<file path="config.mk">
export PLATFORM = sky130hd
export DESIGN_NAME = tsdg_csr
export DESIGN_NICKNAME = d
export VERILOG_FILES = /design/src/hw/rtl/tsdg_pkg.sv /design/src/hw/rtl/tsdg_csr.sv
export SDC_FILE = /design/constraint.sdc
export NUM_CORES = 1
export LEC_CHECK = 0
export BUFFER_PORTS_ARGS = -buffer_cell sky130_fd_sc_hd__buf_2
export CELL_PAD_IN_SITES_DETAIL_PLACEMENT = 0
export CELL_PAD_IN_SITES_GLOBAL_PLACEMENT = 2
export CORE_ASPECT_RATIO = 0.75
export CORE_MARGIN = 10
export CORE_UTILIZATION = 34
export CTS_BUF_LIST = sky130_fd_sc_hd__clkbuf_2
export DETAILED_ROUTE_END_ITERATION = 16
export PLACE_DENSITY_LB_ADDON = 0.1
export SYNTH_ARGS = -nofsm -noshare
export SYNTH_HDL_FRONTEND = slang
export SYNTH_SLANG_ARGS = --single-unit
</file>
<file path="constraint.sdc">
create_clock -name clock -period 4.18 [get_ports clock]
set_clock_uncertainty 0.2 [all_clocks]
set_input_delay 0.627 -clock clock [delete_from_list [all_inputs] [get_ports clock]]
set_output_delay 0.627 -clock clock [all_outputs]
set_load 0.01 [all_outputs]
</file>
<file path="src/hw/rtl/tsdg_pkg.sv">
// ----------------------------------------------------------------------------
// tsdg_pkg: shared types, constants and stage logic
// Widths, the pipeline item record and the per-stage step of the torus
// distance/gradient cell chain.
// ----------------------------------------------------------------------------
package tsdg_pkg;

   localparam int CW = 32;               // coordinate width
   localparam int FB = 16;               // fraction bits

   localparam int RT_W  = CW + 1;        // square root result width
   localparam int K     = RT_W;          // root bits = sqrt steps
   localparam int RAD_W = 2 * K;         // radicand width
   localparam int SQ_W  = 2 * RT_W;      // widest square
   localparam int REM_W = K + 3;         // sqrt partial remainder
   localparam int DR_W  = CW + 2;        // divider partial remainder
   localparam int QT_W  = FB + 1;        // ratio width, up to 1.0
   localparam int EW    = ((CW > FB) ? CW : FB) + 2;

   // stage map
   localparam int S_DIFF  = 0;
   localparam int S_SQ1   = 1;
   localparam int S_SUM1  = 2;
   localparam int S_R1    = 3;
   localparam int S_Q     = S_R1 + K;
   localparam int S_SQ2   = S_Q + 1;
   localparam int S_SUM2  = S_Q + 2;
   localparam int S_R2    = S_Q + 3;
   localparam int S_DIV   = S_R2 + K;
   localparam int S_MUL   = S_DIV + FB + 1;
   localparam int S_FIN   = S_MUL + 1;
   localparam int N_CELLS = S_FIN + 1;
   localparam int ST_W    = $clog2(N_CELLS);

   // config port
   localparam int CSR_DW  = (CW > 32) ? 64 : 32;
   localparam int ADR_LSB = (CW > 32) ? 3 : 2;
   localparam int PA_W    = ADR_LSB + 3;

   typedef enum logic [2:0] {
      REG_MAJOR  = 3'd0,
      REG_MINOR  = 3'd1,
      REG_CX     = 3'd2,
      REG_CY     = 3'd3,
      REG_CZ     = 3'd4
   } reg_idx_type;

   typedef struct packed {
      logic [CW-2:0] major;
      logic [CW-2:0] minor;
      logic [CW-1:0] cx;
      logic [CW-1:0] cy;
      logic [CW-1:0] cz;
   } cfg_type;

   typedef struct packed {
      logic                      nx, ny, nz;
      logic [CW-1:0]             ax, ay, az;   // raw point on entry
      logic [SQ_W-1:0]           sq_a;
      logic [2*CW-1:0]           sq_b;
      logic [RAD_W-1:0]          rad;
      logic [REM_W-1:0]          rem;
      logic [RT_W-1:0]           root;
      logic [RT_W-1:0]           rho;
      logic                      qneg;
      logic [RT_W-1:0]           qm;
      logic [RT_W-1:0]           s;
      logic [3:0][DR_W-1:0]      dv_rem;
      logic [3:0][QT_W-1:0]      dv_quo;
      logic                      degen;
      logic [QT_W-1:0]           mx, mz;
      logic [CW-1:0]             sdist, gx, gy, gz;
   } pipe_type;

   function automatic logic [CW-1:0] sat(input logic signed [EW-1:0] e);
      logic signed [EW-1:0] hi;
      logic signed [EW-1:0] lo;
      hi = {{(EW-CW+1){1'b0}}, {(CW-1){1'b1}}};
      lo = ~hi;
      if (e > hi)
         return hi[CW-1:0];
      else if (e < lo)
         return lo[CW-1:0];
      else
         return e[CW-1:0];
   endfunction

   function automatic logic [CW-1:0] signed_grad(input logic neg,
                                                 input logic [QT_W-1:0] m);
      logic signed [EW-1:0] e;
      e = EW'(m);
      if (neg)
         e = -e;
      return sat(e);
   endfunction

   function automatic pipe_type cell_step(input logic [ST_W-1:0] stg,
                                          input cfg_type cfg,
                                          input pipe_type d);
      pipe_type             o;
      logic [CW:0]          dx, dy, dz;
      logic [2*CW-1:0]      pa, pb;
      logic [SQ_W-1:0]      pq;
      logic [REM_W-1:0]     t_rem, trial;
      logic [CW+1:0]        qd, dd;
      logic [DR_W-1:0]      t, den;
      logic [RT_W-1:0]      num, dv;
      logic [2*QT_W-1:0]    px, pz;
      o = d;
      if (stg == ST_W'(S_DIFF)) begin
         dx = {d.ax[CW-1], d.ax} - {cfg.cx[CW-1], cfg.cx};
         dy = {d.ay[CW-1], d.ay} - {cfg.cy[CW-1], cfg.cy};
         dz = {d.az[CW-1], d.az} - {cfg.cz[CW-1], cfg.cz};
         o.nx = dx[CW];
         o.ny = dy[CW];
         o.nz = dz[CW];
         o.ax = dx[CW] ? CW'(-dx) : dx[CW-1:0];
         o.ay = dy[CW] ? CW'(-dy) : dy[CW-1:0];
         o.az = dz[CW] ? CW'(-dz) : dz[CW-1:0];
      end else if (stg == ST_W'(S_SQ1)) begin
         pa = d.ax * d.ax;
         pb = d.az * d.az;
         o.sq_a = SQ_W'(pa);
         o.sq_b = pb;
      end else if (stg == ST_W'(S_SUM1) || stg == ST_W'(S_SUM2)) begin
         o.rad  = RAD_W'(d.sq_a) + RAD_W'(d.sq_b);
         o.rem  = '0;
         o.root = '0;
      end else if ((stg >= ST_W'(S_R1) && stg < ST_W'(S_Q)) ||
                   (stg >= ST_W'(S_R2) && stg < ST_W'(S_DIV))) begin
         // one root bit per cell
         t_rem = {d.rem[REM_W-3:0], d.rad[RAD_W-1 -: 2]};
         trial = {1'b0, d.root, 2'b01};
         if (t_rem >= trial) begin
            o.rem  = t_rem - trial;
            o.root = {d.root[RT_W-2:0], 1'b1};
         end else begin
            o.rem  = t_rem;
            o.root = {d.root[RT_W-2:0], 1'b0};
         end
         o.rad = {d.rad[RAD_W-3:0], 2'b00};
      end else if (stg == ST_W'(S_Q)) begin
         o.rho  = d.root;
         qd     = {1'b0, d.root} - {3'b000, cfg.major};
         o.qneg = qd[CW+1];
         o.qm   = qd[CW+1] ? RT_W'(-qd) : qd[RT_W-1:0];
      end else if (stg == ST_W'(S_SQ2)) begin
         pq = d.qm * d.qm;
         pb = d.ay * d.ay;
         o.sq_a = pq;
         o.sq_b = pb;
      end else if (stg == ST_W'(S_DIV)) begin
         o.s     = d.root;
         o.degen = (d.rho == '0) || (d.root == '0);
         for (int i = 0; i < 4; i++) begin
            case (i)
               0:       begin num = d.qm;         dv = d.root; end
               1:       begin num = RT_W'(d.ax);  dv = d.rho;  end
               2:       begin num = RT_W'(d.az);  dv = d.rho;  end
               default: begin num = RT_W'(d.ay);  dv = d.root; end
            endcase
            t   = DR_W'(num);
            den = DR_W'(dv);
            if (t >= den) begin
               o.dv_rem[i] = t - den;
               o.dv_quo[i] = QT_W'(1);
            end else begin
               o.dv_rem[i] = t;
               o.dv_quo[i] = '0;
            end
         end
      end else if (stg > ST_W'(S_DIV) && stg < ST_W'(S_MUL)) begin
         // one quotient bit per cell in each of the four ratios
         for (int i = 0; i < 4; i++) begin
            dv  = (i == 1 || i == 2) ? d.rho : d.s;
            den = DR_W'(dv);
            t   = {d.dv_rem[i][DR_W-2:0], 1'b0};
            if (t >= den) begin
               o.dv_rem[i] = t - den;
               o.dv_quo[i] = {d.dv_quo[i][QT_W-2:0], 1'b1};
            end else begin
               o.dv_rem[i] = t;
               o.dv_quo[i] = {d.dv_quo[i][QT_W-2:0], 1'b0};
            end
         end
      end else if (stg == ST_W'(S_MUL)) begin
         px   = d.dv_quo[0] * d.dv_quo[1];
         pz   = d.dv_quo[0] * d.dv_quo[2];
         o.mx = px[FB +: QT_W];
         o.mz = pz[FB +: QT_W];
      end else if (stg == ST_W'(S_FIN)) begin
         dd      = {1'b0, d.s} - {3'b000, cfg.minor};
         o.sdist = sat(EW'($signed(dd)));
         if (d.degen) begin
            o.gx = '0;
            o.gy = '0;
            o.gz = '0;
         end else begin
            o.gx = signed_grad(d.nx ^ d.qneg, d.mx);
            o.gy = signed_grad(d.ny, d.dv_quo[3]);
            o.gz = signed_grad(d.nz ^ d.qneg, d.mz);
         end
      end
      return o;
   endfunction

endpackage

</file>
<file path="src/hw/rtl/tsdg_csr.sv">
// ----------------------------------------------------------------------------
// tsdg_csr: configuration registers
// Torus radii and center behind a simple APB-style port.
// ----------------------------------------------------------------------------
module tsdg_csr
   import tsdg_pkg::*;
(
   input  logic              clock,
   input  logic              reset,
   input  logic              psel,
   input  logic              penable,
   input  logic              pwrite,
   input  logic [PA_W-1:0]   paddr,
   input  logic [CSR_DW-1:0] pwdata,
   output logic [CSR_DW-1:0] prdata,
   output cfg_type           cfg
);

   cfg_type     cfg_ff;
   logic        wr_en;
   reg_idx_type idx;

   assign idx   = reg_idx_type'(paddr[PA_W-1:ADR_LSB]);
   assign wr_en = psel && penable && pwrite;
   assign cfg   = cfg_ff;

   always_ff @(posedge clock) begin
      if (reset) begin
         cfg_ff.major <= (CW-1)'(1) << FB;
         cfg_ff.minor <= (CW-1)'(1) << (FB - 2);
         cfg_ff.cx    <= '0;
         cfg_ff.cy    <= '0;
         cfg_ff.cz    <= '0;
      end else if (wr_en) begin
         unique case (idx)
            REG_MAJOR: cfg_ff.major <= pwdata[CW-2:0];
            REG_MINOR: cfg_ff.minor <= pwdata[CW-2:0];
            REG_CX:    cfg_ff.cx    <= pwdata[CW-1:0];
            REG_CY:    cfg_ff.cy    <= pwdata[CW-1:0];
            REG_CZ:    cfg_ff.cz    <= pwdata[CW-1:0];
            default:   ;
         endcase
      end
   end

   always_comb begin
      unique case (idx)
         REG_MAJOR: prdata = CSR_DW'(cfg_ff.major);
         REG_MINOR: prdata = CSR_DW'(cfg_ff.minor);
         REG_CX:    prdata = CSR_DW'(cfg_ff.cx);
         REG_CY:    prdata = CSR_DW'(cfg_ff.cy);
         REG_CZ:    prdata = CSR_DW'(cfg_ff.cz);
         default:   prdata = '0;
      endcase
   end

endmodule
</file>
### After elaboration in Yosys (flattened, before gate mapping)

Index checks and enable logic that the tools add are counted.

* input port bits: 42
* register bits after elaboration: 158

* reductions and logical operators: 8
* equal/unequal tests: 4
* muxes and demuxes: 1

Operators with widths (count)
* $pmux 32 s5: 1
* $reduce_and 2->1: 5
* $eq 3x2->1 const B: 2
* $eq 3x1->1 const B: 1
* $eq 3x3->1 const B: 1
* $logic_not 3->1: 1
* $logic_and 1x1->1: 2

### Longest topological paths before layout

* word-level depth: 3
* mapped depth: 6

### Least setup slack after synthesis

No wires, ideal clock.

* path type: input-to-output
* start: input port paddr[3]
* end: output port prdata[0]
* slack: 1759 ps
* arrival time: 1594 ps
* cell stages on the path: 5
* path buffers: 2
* cell sequence: buf_2 nor2_2 clkbuf_1 a22oi_1 o22ai_1

* cells in the longest elaborated chain, start to end: 2

RTL lines
* start, declared: line tsdg_csr.sv:13 `input logic [PA_W-1:0] paddr,`
* $eq 3x3->1, or another cell as far along: line tsdg_csr.sv:47 `unique case (idx)`
* $pmux 32 s5 (*): line tsdg_csr.sv:47
* end, declared: line tsdg_csr.sv:15 `output logic [CSR_DW-1:0] prdata,`

Every way passes the cells marked *; elsewhere a longest branch is shown, timed or not.

### Worst setup path in the final report

* start: input port paddr[2]
* end: output port prdata[0]

The elaborated chain is that of the path after synthesis.

==> impl_metrics.env <==
export IMPL_status="finished clean"
export IMPL_pin_count=232
export IMPL_path_clk_slew_ns=0.25
export IMPL_clk_latency_ns=0.69
export IMPL_first_pass_iters=7
export IMPL_largest_reg_flops=158
export IMPL_postCtsSetupBuffers=0
export IMPL_gp_congestion=0.793
export IMPL_ys_ff_latch=158
export IMPL_die_w_um=191
export IMPL_startpoint_type="input port"
export IMPL_fin_ws_ns=0.778
export IMPL_crit_chain="buf_2 > nor2b_4 > buf_4 > a22oi_1 > o22ai_1 > buf_2"
export IMPL_layout_worst_path_cycle_share=0.814
export IMPL_design_area_um2=9110
export IMPL_slowest_delay_ns=0.46
export IMPL_total_power_mw=2.66
export IMPL_drt_initial_drc_count=458
export IMPL_tns_ns=0
export IMPL_track_usage=0.188
export IMPL_cp_depth=6
export IMPL_ys_seq_area_frac=0.427
export IMPL_stdcell_count=1260
export IMPL_drc=0
export IMPL_hp_class="input port to register"
export IMPL_cts_htree_levels=4
export IMPL_path_delay_family="buffers and inverters"
export IMPL_worst_pin_slew_ns=0.858
export IMPL_nets=1001
export IMPL_grt_overflow=0
export IMPL_drv_slew=0
export IMPL_reg2reg_to="cfg[67]"
export IMPL_areaGrowthSynthToFinish_pct=22.9
export IMPL_wl_um=27200
export IMPL_max_freq_mhz=294
export IMPL_slew_headroom=0.428
export IMPL_yosysUniqueCellTypes=29
export IMPL_cts_sinks=158
export IMPL_arrival_ns=2.58
export IMPL_first_global_vias=6730
export IMPL_finalHoldViolCount=0
export IMPL_dpl_instance_area_um2=8810
export IMPL_critical_path_class="input port to output pin"
export IMPL_drive_gt1_frac=0.333
export IMPL_synth_warnings=0
export IMPL_path_common_cell="buf_2"
export IMPL_grt_max_degree=103
export IMPL_pre_cts_slack_ns=0.832
export IMPL_critPathSlowestCell="nor2b_4"
export IMPL_grt_pass1_wl_um=41700
export IMPL_routedWlPerCell_um=21.6
export IMPL_regToRegSetupSlack_ns=3.13
export IMPL_ant_nets=0
export IMPL_final_core_util=0.428
export IMPL_setup_violations=0
export IMPL_drv_cap=0
export IMPL_end_kind="output pin"
export IMPL_cts_inserted_buffers=17
export IMPL_crit_start="paddr[2]"
export IMPL_p_per_area_nw_per_um2=292
export IMPL_cts_buffer_depth=2
export IMPL_worstRegToRegCells=3
export IMPL_avgSynthCellArea_um2=9.86
export IMPL_place_port_buffers=229
export IMPL_dieHeight_um=148
export IMPL_syn_cell_area_um2=7420
export IMPL_avgViaCountPerCell=5.16
export IMPL_synth_fp_nets=794
export IMPL_cp_max_fo=20
export IMPL_core_um2=21300
export IMPL_die_area_um2=28200
export IMPL_critPathRequiredTime_ns=3.35
export IMPL_power_leakage_nw=4.44
export IMPL_rsz0062_at_grt="no"
export IMPL_grt_antenna_before_repair=1
export IMPL_dp_cells=1222
export IMPL_cts_tree="built"
export IMPL_vias=6504
export IMPL_fin_crit_ns=3.40
export IMPL_rows=46
export IMPL_dp_hpwl_um=18800
export IMPL_cp_endpoint="prdata[0]"
export IMPL_worstReg2RegStart="cfg[67]"
export IMPL_synth_cells=752
export IMPL_root_buffer="clkbuf_2"
export IMPL_peakVddDrop_mv=0.136
export IMPL_start_util=0.348
export IMPL_whs_ns=0.0732
export IMPL_path_buf_inv=3
==> what timing repair did <==
action | 4_1_cts | 5_1_grt
endpoints found under the hold margin | 8 | 1
hold buffers | 5 | 1
resized for setup | 0 | 0
setup endpoints to repair | 0 | 0
==> worst min-delay path by stage <==
stage | endpoint | slack (ns) | from | cells after the start
floorplan | cfg[115] | 0.30 | cfg[115] | 2
detailed placement | cfg[47] | 0.29 | cfg[47] | 2
global placement | cfg[53] | 0.27 | cfg[53] | 2
finish | cfg[51] | 0.07 | pwdata[19] | 3
CTS | cfg[59] | 0.0008 | pwdata[27] | 3
global route | cfg[51] | 0.004 | pwdata[19] | 3
==> worst min-delay path, delay by kind of cell <==
family                 cells  cell delay [ns]
buffers and inverters      1             0.10
muxes                      1             0.09
and+or+nand+nor            1             0.15
==> power breakdown <==
part           switching, mW  leakage, nW  total [mW]  internal, mW
Clock                  0.549        0.154       0.890         0.340
Sequential           0.00994         1.27        1.53          1.52
Combinational          0.148         3.01       0.237        0.0890
==> metal layers <==
metal	GRT usage	part of all wire
met1	0.250	0.48
met3	0.0564	0.063
met4	0.0334	0.0068
met2	0.296	0.45
met5	0	0
==> synthesized netlist by cell type <==
| cell | count | area (um2) |
|---|---|---|
| a22oi_1 | 60 | 450 |
| and3_1 | 1 | 6.26 |
| and4b_1 | 1 | 10.0 |
| buf_1 | 3 | 11.3 |
| buf_2 | 11 | 55.1 |
| buf_4 | 10 | 75.1 |
| buf_6 | 3 | 33.8 |
| clkbuf_1 | 42 | 158 |
| dfxtp_1 | 158 | 3160 |
| mux2_2 | 30 | 338 |
| mux2i_1 | 129 | 1290 |
| nand2_1 | 1 | 3.75 |
| nand2_2 | 1 | 6.26 |
| nand2b_1 | 158 | 988 |
| nand3_1 | 1 | 5.00 |
| nand3_2 | 1 | 10.0 |
| nand3b_1 | 1 | 7.51 |
| nand4b_2 | 1 | 15.0 |
| nor2_1 | 4 | 15.0 |
| nor2_2 | 1 | 6.26 |
| nor2b_1 | 34 | 213 |
| nor3_1 | 1 | 5.00 |
| nor3b_1 | 1 | 7.51 |
| o21a_1 | 1 | 7.51 |
| o21ai_0 | 58 | 290 |
| o21ai_1 | 7 | 35.0 |
| o22ai_1 | 31 | 194 |
| o2bb2ai_1 | 1 | 8.76 |
| or2_2 | 1 | 6.26 |
==> layout make-up <==
| cell class | count | area (um2) |
|---|---|---|
| Fill cell | 2181 | 12200 |
| Multi-Input combinational cell | 525 | 3960 |
| Sequential cell | 158 | 3160 |
| Timing Repair Buffer | 257 | 1390 |
| Tap cell | 288 | 360 |
| Clock inverter | 10 | 139 |
| Clock buffer | 21 | 105 |
| Antenna cell | 1 | 2.50 |
==> cells by family after synthesis <==
group / count (synthesis) / share of synthesized area
compound gates: 158 / 0.133
simple gates: 208 / 0.176
buf+inv: 69 / 0.0449
mux: 159 / 0.220
flops: 158 / 0.427
==> cell usage in the layout, fill, tap and decap left out, types with 3 or more instances in the layout <==
| cell | n |
|---|---|
| buf_2 | 228 |
| dfxtp_1 | 158 |
| nand2b_1 | 157 |
| mux2i_1 | 129 |
| a22oi_1 | 60 |
| o21ai_0 | 58 |
| nor2b_1 | 32 |
| o22ai_1 | 31 |
| mux2_2 | 30 |
| buf_4 | 22 |
| clkbuf_2 | 21 |
| o21ai_1 | 7 |
| dlygate4sd3_1 | 6 |
| nor2_1 | 4 |
| bufinv_16 | 3 |
| clkinv_2 | 3 |
No activity file was read; power rests on OpenSTA's default activity.
